===== config.mk =====
export PLATFORM = sky130hd
export DESIGN_NAME = selective_repeat_window_sender
export DESIGN_NICKNAME = d
export VERILOG_FILES = /design/src/sv/srws_pkg.sv /design/src/sv/srws_datapath.sv /design/src/sv/srws_ctrl.sv /design/src/sv/selective_repeat_window_sender.sv
export SDC_FILE = /design/constraint.sdc
export NUM_CORES = 1
export LEC_CHECK = 0
export BUFFER_PORTS_ARGS = -buffer_cell sky130_fd_sc_hd__buf_2
export CORE_MARGIN = 8
export CORE_UTILIZATION = 45
export DETAILED_ROUTE_END_ITERATION = 12
export PLACE_DENSITY = 0.67
export SYNTH_ARGS = -nofsm -noshare
export SYNTH_HDL_FRONTEND = slang
export SYNTH_SLANG_ARGS = --single-unit

===== constraint.sdc =====
create_clock -name i_clk -period 14.05 [get_ports i_clk]
set_clock_uncertainty 0.2 [all_clocks]
set_input_delay 2.81 -clock i_clk [delete_from_list [all_inputs] [get_ports i_clk]]
set_output_delay 2.81 -clock i_clk [all_outputs]
set_load 0.005 [all_outputs]

===== src/sv/srws_pkg.sv =====
`default_nettype none

package srws_pkg;

    localparam int WINDOW_SIZE_DEF = 16;
    localparam int MAX_RESULTS     = 16;
    localparam int RES_W           = $clog2(MAX_RESULTS + 1);

    localparam logic [RES_W-1:0] RES_LAST = RES_W'(MAX_RESULTS - 1);
    localparam logic [RES_W-1:0] RES_FULL = RES_W'(MAX_RESULTS);

    localparam logic [1:0] FUNC_START = 2'd0;
    localparam logic [1:0] FUNC_PUMP  = 2'd1;
    localparam logic [1:0] FUNC_ACK   = 2'd2;
    localparam logic [1:0] FUNC_TICK  = 2'd3;

    localparam logic [1:0] ACT_NEW      = 2'd0;
    localparam logic [1:0] ACT_RESEND   = 2'd1;
    localparam logic [1:0] ACT_COMPLETE = 2'd2;
    localparam logic [1:0] ACT_STATUS   = 2'd3;

    typedef struct packed {
        logic [1:0]  func;
        logic [15:0] ack_seq;
    } t_in_item;

    typedef struct packed {
        logic [15:0] seq;
        logic [1:0]  action;
        logic [15:0] base_now;
        logic        last;
    } t_out_item;

    typedef struct packed {
        logic       start_clr;
        logic       scan_clr;
        logic       ack_mark;
        logic       slide;
        logic       pump_emit;
        logic       tick_adv;
        logic       tick_emit;
        logic       fin_emit;
        logic [1:0] fin_action;
    } t_cmd;

    typedef struct packed {
        logic out_free;
        logic ack_in_range;
        logic pump_can;
        logic pump_last;
        logic slide_ok;
        logic base_done;
        logic tick_busy;
        logic tick_hit;
        logic tick_last;
    } t_stat;

endpackage

`default_nettype wire


===== src/sv/srws_datapath.sv =====
`default_nettype none

module srws_datapath #(
    parameter int WINDOW_SIZE = srws_pkg::WINDOW_SIZE_DEF
) (
    input  wire logic               i_clk,
    input  wire logic               i_rst_n,
    input  wire logic               i_cfg_we,
    input  wire logic [15:0]        i_cfg_wdata,
    input  wire srws_pkg::t_in_item i_in,
    input  wire srws_pkg::t_cmd     i_cmd,
    input  wire logic               i_out_stall,
    output srws_pkg::t_stat         o_stat,
    output logic                    o_out_valid,
    output srws_pkg::t_out_item     o_out
);

    localparam int OFF_W = $clog2(WINDOW_SIZE + 1);

    logic [15:0]                   r_total;
    logic [15:0]                   r_base;
    logic [15:0]                   r_next;
    logic [WINDOW_SIZE-1:0]        r_bits;
    logic [OFF_W-1:0]              r_off;
    logic [srws_pkg::RES_W-1:0]    r_n;
    logic                          r_out_valid;
    srws_pkg::t_out_item           r_out;

    logic [16:0]            lim;
    logic [16:0]            next_p1;
    logic [15:0]            cnt;
    logic [15:0]            ack_off;
    logic [WINDOW_SIZE-1:0] range_mask;
    logic [WINDOW_SIZE-1:0] ack_set;
    logic [WINDOW_SIZE-1:0] rem;
    logic [WINDOW_SIZE-1:0] bits_sh;
    logic                   out_free;

    always_comb begin
        lim     = {1'b0, r_base} + 17'(WINDOW_SIZE);
        next_p1 = {1'b0, r_next} + 17'd1;
        cnt     = r_next - r_base;
        ack_off = i_in.ack_seq - r_base;
        for (int i = 0; i < WINDOW_SIZE; i++) begin
            range_mask[i] = (16'(i) < cnt);
            ack_set[i]    = (ack_off == 16'(i));
        end
        rem      = (~r_bits & range_mask) >> r_off;
        bits_sh  = r_bits >> r_off;
        out_free = !r_out_valid || !i_out_stall;

        o_stat.out_free     = out_free;
        o_stat.ack_in_range = (i_in.ack_seq >= r_base) && (i_in.ack_seq < r_next);
        o_stat.pump_can     = (r_n < srws_pkg::RES_FULL) && ({1'b0, r_next} < lim)
                              && (r_next < r_total);
        o_stat.pump_last    = (r_n == srws_pkg::RES_LAST) || (next_p1 >= lim)
                              || (next_p1 >= {1'b0, r_total});
        o_stat.slide_ok     = r_bits[0] && (r_base < r_next);
        o_stat.base_done    = (r_base >= r_total);
        o_stat.tick_busy    = (16'(r_off) < cnt) && (r_n < srws_pkg::RES_FULL);
        o_stat.tick_hit     = !bits_sh[0];
        o_stat.tick_last    = (r_n == srws_pkg::RES_LAST) || !(|(rem >> 1));
    end

    always_ff @(posedge i_clk) begin
        if (!i_rst_n) begin
            r_total     <= 16'd1;
            r_base      <= '0;
            r_next      <= '0;
            r_bits      <= '0;
            r_off       <= '0;
            r_n         <= '0;
            r_out_valid <= 1'b0;
        end else begin
            if (i_cfg_we) begin
                r_total <= i_cfg_wdata;
            end
            if (i_cmd.start_clr) begin
                r_base <= '0;
                r_next <= '0;
                r_bits <= '0;
            end
            if (i_cmd.scan_clr) begin
                r_off <= '0;
                r_n   <= '0;
            end
            if (i_cmd.ack_mark) begin
                r_bits <= r_bits | ack_set;
            end
            if (i_cmd.slide) begin
                r_bits <= r_bits >> 1;
                r_base <= r_base + 16'd1;
            end
            if (i_cmd.pump_emit) begin
                r_next <= r_next + 16'd1;
                r_n    <= r_n + 1'b1;
            end
            if (i_cmd.tick_emit) begin
                r_n <= r_n + 1'b1;
            end
            if (i_cmd.tick_adv || i_cmd.tick_emit) begin
                r_off <= r_off + 1'b1;
            end
            if (i_cmd.pump_emit || i_cmd.tick_emit || i_cmd.fin_emit) begin
                r_out_valid <= 1'b1;
            end else if (!i_out_stall) begin
                r_out_valid <= 1'b0;
            end
        end
    end

    always_ff @(posedge i_clk) begin
        if (i_cmd.pump_emit) begin
            r_out.seq      <= r_next;
            r_out.action   <= srws_pkg::ACT_NEW;
            r_out.base_now <= r_base;
            r_out.last     <= o_stat.pump_last;
        end else if (i_cmd.tick_emit) begin
            r_out.seq      <= r_base + 16'(r_off);
            r_out.action   <= srws_pkg::ACT_RESEND;
            r_out.base_now <= r_base;
            r_out.last     <= o_stat.tick_last;
        end else if (i_cmd.fin_emit) begin
            r_out.seq      <= '0;
            r_out.action   <= i_cmd.fin_action;
            r_out.base_now <= r_base;
            r_out.last     <= 1'b1;
        end
    end

    assign o_out_valid = r_out_valid;
    assign o_out       = r_out;

endmodule

`default_nettype wire


===== src/sv/srws_ctrl.sv =====
`default_nettype none

module srws_ctrl (
    input  wire logic               i_clk,
    input  wire logic               i_rst_n,
    input  wire logic               i_in_valid,
    input  wire srws_pkg::t_in_item i_in,
    input  wire srws_pkg::t_stat    i_stat,
    output logic                    o_in_stall,
    output srws_pkg::t_cmd          o_cmd
);

    typedef enum logic [2:0] {
        S_IDLE,
        S_PUMP,
        S_SLIDE,
        S_TICK,
        S_FINAL
    } t_state;

    t_state     r_state, n_state;
    logic [1:0] r_fin_act, n_fin_act;

    always_comb begin
        n_state   = r_state;
        n_fin_act = r_fin_act;
        o_cmd     = '0;
        o_cmd.fin_action = r_fin_act;
        case (r_state)
            S_IDLE: begin
                if (i_in_valid) begin
                    case (i_in.func)
                        srws_pkg::FUNC_START: begin
                            o_cmd.start_clr = 1'b1;
                            n_fin_act       = srws_pkg::ACT_STATUS;
                            n_state         = S_FINAL;
                        end
                        srws_pkg::FUNC_PUMP: begin
                            o_cmd.scan_clr = 1'b1;
                            n_state        = S_PUMP;
                        end
                        srws_pkg::FUNC_ACK: begin
                            n_fin_act = srws_pkg::ACT_STATUS;
                            if (i_stat.ack_in_range) begin
                                o_cmd.ack_mark = 1'b1;
                                n_state        = S_SLIDE;
                            end else begin
                                n_state = S_FINAL;
                            end
                        end
                        default: begin
                            o_cmd.scan_clr = 1'b1;
                            n_state        = S_TICK;
                        end
                    endcase
                end
            end
            S_PUMP: begin
                if (!i_stat.pump_can) begin
                    n_fin_act = srws_pkg::ACT_STATUS;
                    n_state   = S_FINAL;
                end else if (i_stat.out_free) begin
                    o_cmd.pump_emit = 1'b1;
                    if (i_stat.pump_last) begin
                        n_state = S_IDLE;
                    end
                end
            end
            S_SLIDE: begin
                if (i_stat.slide_ok) begin
                    o_cmd.slide = 1'b1;
                end else begin
                    n_fin_act = i_stat.base_done ? srws_pkg::ACT_COMPLETE
                                                 : srws_pkg::ACT_STATUS;
                    n_state   = S_FINAL;
                end
            end
            S_TICK: begin
                if (!i_stat.tick_busy) begin
                    n_fin_act = srws_pkg::ACT_STATUS;
                    n_state   = S_FINAL;
                end else if (!i_stat.tick_hit) begin
                    o_cmd.tick_adv = 1'b1;
                end else if (i_stat.out_free) begin
                    o_cmd.tick_emit = 1'b1;
                    if (i_stat.tick_last) begin
                        n_state = S_IDLE;
                    end
                end
            end
            S_FINAL: begin
                if (i_stat.out_free) begin
                    o_cmd.fin_emit = 1'b1;
                    n_state        = S_IDLE;
                end
            end
            default: begin
                n_state = S_IDLE;
            end
        endcase
    end

    always_ff @(posedge i_clk) begin
        if (!i_rst_n) begin
            r_state   <= S_IDLE;
            r_fin_act <= srws_pkg::ACT_STATUS;
        end else begin
            r_state   <= n_state;
            r_fin_act <= n_fin_act;
        end
    end

    assign o_in_stall = (r_state != S_IDLE);

endmodule

`default_nettype wire


===== src/sv/selective_repeat_window_sender.sv =====
// An accepted item moves the controller out of idle; its results are loaded into the
// output register. An in-range ack marks its bit, then slides; a tick skips acknowledged numbers.
// One item at a time; pump and tick walk the window one sequence number per cycle,
// and an ack slides the base one per cycle.
// A stalled result holds the walk. The next item is taken the cycle after the last result is loaded.
// Reset (synchronous, active low): empty window, base and next at 0, total 1.
`default_nettype none

module selective_repeat_window_sender #(
    parameter int WINDOW_SIZE = srws_pkg::WINDOW_SIZE_DEF
) (
    input  wire logic                i_clk,
    input  wire logic                i_rst_n,
    input  wire logic                i_cfg_we,
    input  wire logic [15:0]         i_cfg_wdata,
    input  wire logic                i_in_valid,
    output logic                     o_in_stall,
    input  wire srws_pkg::t_in_item  i_in,
    output logic                     o_out_valid,
    input  wire logic                i_out_stall,
    output srws_pkg::t_out_item      o_out
);

    srws_pkg::t_cmd  cmd;
    srws_pkg::t_stat stat;

    srws_ctrl u_ctrl (
        .i_clk      (i_clk),
        .i_rst_n    (i_rst_n),
        .i_in_valid (i_in_valid),
        .i_in       (i_in),
        .i_stat     (stat),
        .o_in_stall (o_in_stall),
        .o_cmd      (cmd)
    );

    srws_datapath #(
        .WINDOW_SIZE (WINDOW_SIZE)
    ) u_dp (
        .i_clk       (i_clk),
        .i_rst_n     (i_rst_n),
        .i_cfg_we    (i_cfg_we),
        .i_cfg_wdata (i_cfg_wdata),
        .i_in        (i_in),
        .i_cmd       (cmd),
        .i_out_stall (i_out_stall),
        .o_stat      (stat),
        .o_out_valid (o_out_valid),
        .o_out       (o_out)
    );

endmodule

`default_nettype wire


==> run summary <==
#FFs+latches synth -> 114
Placer Congestion -> 0.9454
H-tree Lvls -> 4
number of placed I/O pins -> 76
placed standard-cell area -> 10770 sq um
Horiz. Die Dim -> 166.0 um
WHS -> 0.2478 ns
startpoint types -> flip-flop
DRT Wirelength -> 32170 um
Layout area overhead -> 12.40%
Total GRT Usage -> 23.05%
Iter 0 DRT Violations -> 979
max-cap violations -> 0
CTS Buffer Depth -> 2
largest family of logic cells by synthesized area -> compound AO/OA/AOI/OAI gates
outcome -> completed
Post-Syn Nets -> 1433
Synth Area in Adders -> 17.89%
YS warnings -> 0
clk slew on worst S/H paths -> 0.06 ns
share of cells above drive strength 1 -> 11.44%
CTS Hold Buffers Added -> 0
Worst Path Required -> 13.98 ns
clk sinks -> 114
antenna cell count -> 0
Crit Path Max Fanout -> 29
Post-Syn Area -> 10130 sq um
setup TNS -> 0 ns
DRC viols -> 0
number of synthesized flops with an enable pin -> 33
CTS Root Cell -> clkbuf_16
standard-cell rows -> 55
vias -> 9852
Initial Utilization -> 45.29%
antenna-violating nets left -> 0
first-pass GRT wire length -> 51610 um
Max Transition Viols Final -> 0
pin count of the biggest net entering global routing -> 43
initial antenna violation count -> 0
TritonCTS clock tree -> built
grt total ovfl -> 0
Async S/R FF share, synth -> 0%
Syn Inst Count -> 1251
Hold Vio Cnt, Final -> 0
final setup fails -> 0
final worst path period need -> 6.219 ns
routed vias/inst -> 6.138
total CTS buffers -> 17
crit path kind -> reg -> reg
crit path capture type -> flip-flop
register area share after synthesis -> 25.79%
WL per Instance -> 20.04 um
Slew HR -> 28.68%
PwrDens -> 113.6 nW/um^2
Synth Flop Type -> dfxtp_1
core footprint -> 22370 sq um
vias in the first global route -> 9407
Synth Area in Compound Gates -> 23.33%
XOR/XNOR share of the synthesized area -> 4.150%
final period utilization -> 44.26%
worst hold path type -> reg -> reg
port bufs -> 75
post-synthesis mux area share -> 3.693%
number of fill cells -> 2147
Die ar. -> 27570 sq um
Yosys cell types -> 78
Setup WS pre-CTS -> 7.485 ns
Clock Latency Late Sink -> 0.43 ns
Pre-antenna DRT Iters -> 5
simple-gate share of the synthesized area -> 19.95%
Final Cell Area -> 11390 sq um
HPWL Detailed -> 24640 um
die span in y -> 166.0 um
Final nets -> 1489
LEAKAGE -> 4.672 nW
Worst Path Arrival -> 6.15 ns
fmax -> 160.8 MHz
worst vdd ir -> 0.00006292 V
RSZ-0062 raised after global routing -> no
Syn Area/Cell -> 8.097 sq um
Worst Slack Setup Final -> 7.832 ns
post-cts gate resize count -> 0
setup bufs post-CTS -> 0
Worst-Margin Slew -> 1.067 ns
metrics by stage:
stage	util [%]	power, mW	instances
after floorplan	-	0.6915	1251
after global placement	48.14	0.8292	1573
after detailed placement	48.14	0.8321	1573
after CTS	50.91	1.295	1605
after global routing	50.91	1.355	1605
final	50.91	1.294	1605
final cells by class:
type	instances	area [sq um]	area share, %
Clock buffer	20	478.0	4.198
Inverter	88	330.3	2.901
Sequential cell	114	2613	22.95
Tap cell	285	356.6	3.132
Timing Repair Buffer	87	465.4	4.088
Clock inverter	12	141.4	1.242
Multi-Input combinational cell	999	7002	61.49
cells in the mapped netlist, drive strengths merged (12+ instances only):
library cell / n / share of area (%)
mux2i: 25 / 2.5
xnor2: 42 / 3.6
nand3: 65 / 3.2
a311oi: 16 / 1.4
dfxtp: 81 / 16
a21o: 31 / 2.3
nand2: 95 / 3.5
and3: 14 / 0.86
edfxtp: 33 / 9.8
nand2b: 19 / 1.2
o22ai: 24 / 1.5
nor2b: 12 / 0.74
nor2: 106 / 4.0
inv: 88 / 3.3
o21ai: 50 / 2.5
ha: 140 / 17
a21oi: 134 / 6.7
clkbuf: 40 / 1.5
nand4: 19 / 1.2
or3: 17 / 1.0
nor3: 35 / 1.7
o21a: 15 / 1.1
logic make-up after synthesis:
group	after synthesis
AO/OA/AOI/OAI	359
buffers and inverters	138
XOR/XNOR	48
multiplexers	31
adder cells (fa/ha/maj)	143
flip-flops	114
AND/OR/NAND/NOR	418
cells in the final DEF (no fill, tap or decap), types with 4 or more instances in the layout:
cell         n
ha_1       140
a21oi_1    133
nor2_1     105
nand2_1     94
inv_1       88
dfxtp_1     81
buf_2       75
nand3_1     65
o21ai_0     48
xnor2_1     42
nor3_1      34
edfxtp_1    33
a21o_1      31
mux2i_1     25
o22ai_1     24
nand4_1     19
nand2b_1    19
clkbuf_16   18
or3_1       17
o21a_1      15
a311oi_1    15
and3_1      14
nor2b_1     12
buf_4       12
o211ai_1    11
nor4_1       9
a211oi_1     9
a31oi_1      9
and2_1       8
xor2_1       6
a2111oi_0    6
o31ai_1      6
or2_2        6
o21bai_1     6
mux4_2       5
inv_6        5
a211o_1      4
o221ai_1     4
report_power, final:
part | total [mW] | internal (mW) | leakage, nW | switching [mW]
logic | 0.399 | 0.139 | 3.39 | 0.260
registers | 0.432 | 0.404 | 0.976 | 0.0278
clock network | 0.463 | 0.285 | 0.308 | 0.178
flip-flops by register name, summed over array words and instances (netlist names):
register,count
u_dp.o_out,35
u_dp.r_base,16
u_dp.r_bits,16
u_dp.r_next,16
u_dp.r_total,16
u_dp.r_n,5
u_dp.r_off,5
u_ctrl.r_state,3
u_ctrl.r_fin_act,1
u_dp.o_out_valid,1
final timing paths:
kind,start,to,slack [ns],depth (start not counted)
worst min register to register,u_dp.o_out[18]$_SDFFE_PP0P_,u_dp.o_out[18]$_SDFFE_PP0P_,0.25,2
worst max-delay path,u_dp.r_base[6]$_SDFFE_PN0P_,u_dp.o_out[16]$_DFFE_PP_,7.83,12
worst min-delay path,u_dp.o_out[18]$_SDFFE_PP0P_,u_dp.o_out[18]$_SDFFE_PP0P_,0.25,2
worst max register to register,u_dp.r_base[6]$_SDFFE_PN0P_,u_dp.o_out[16]$_DFFE_PP_,7.83,12
layer usage:
metal / routed length (um) / GRT usage [%] / vias to the layer above
met2: 14420 / 36.80 / 383
met5: 0 / 0 / -
met1: 14200 / 29.69 / 4641
met4: 1399 / 11.07 / 0
li1: - / - / 4743
met3: 2156 / 4.136 / 85
critical path, stage by stage, from the launching register on:
cell and delay [ns]:
dfxtp_1 0.58, inv_1 0.27, ha_1 0.61, nand2_1 0.19, nor4_1 0.46, o21ai_0 0.22, a31oi_1 0.24, o2111ai_2 0.37
nor2_1 0.39, a2111o_1 0.73, and2_1 0.88, nand2_1 0.34, buf_4 0.37
No activity file was read; power rests on OpenSTA's default activity.
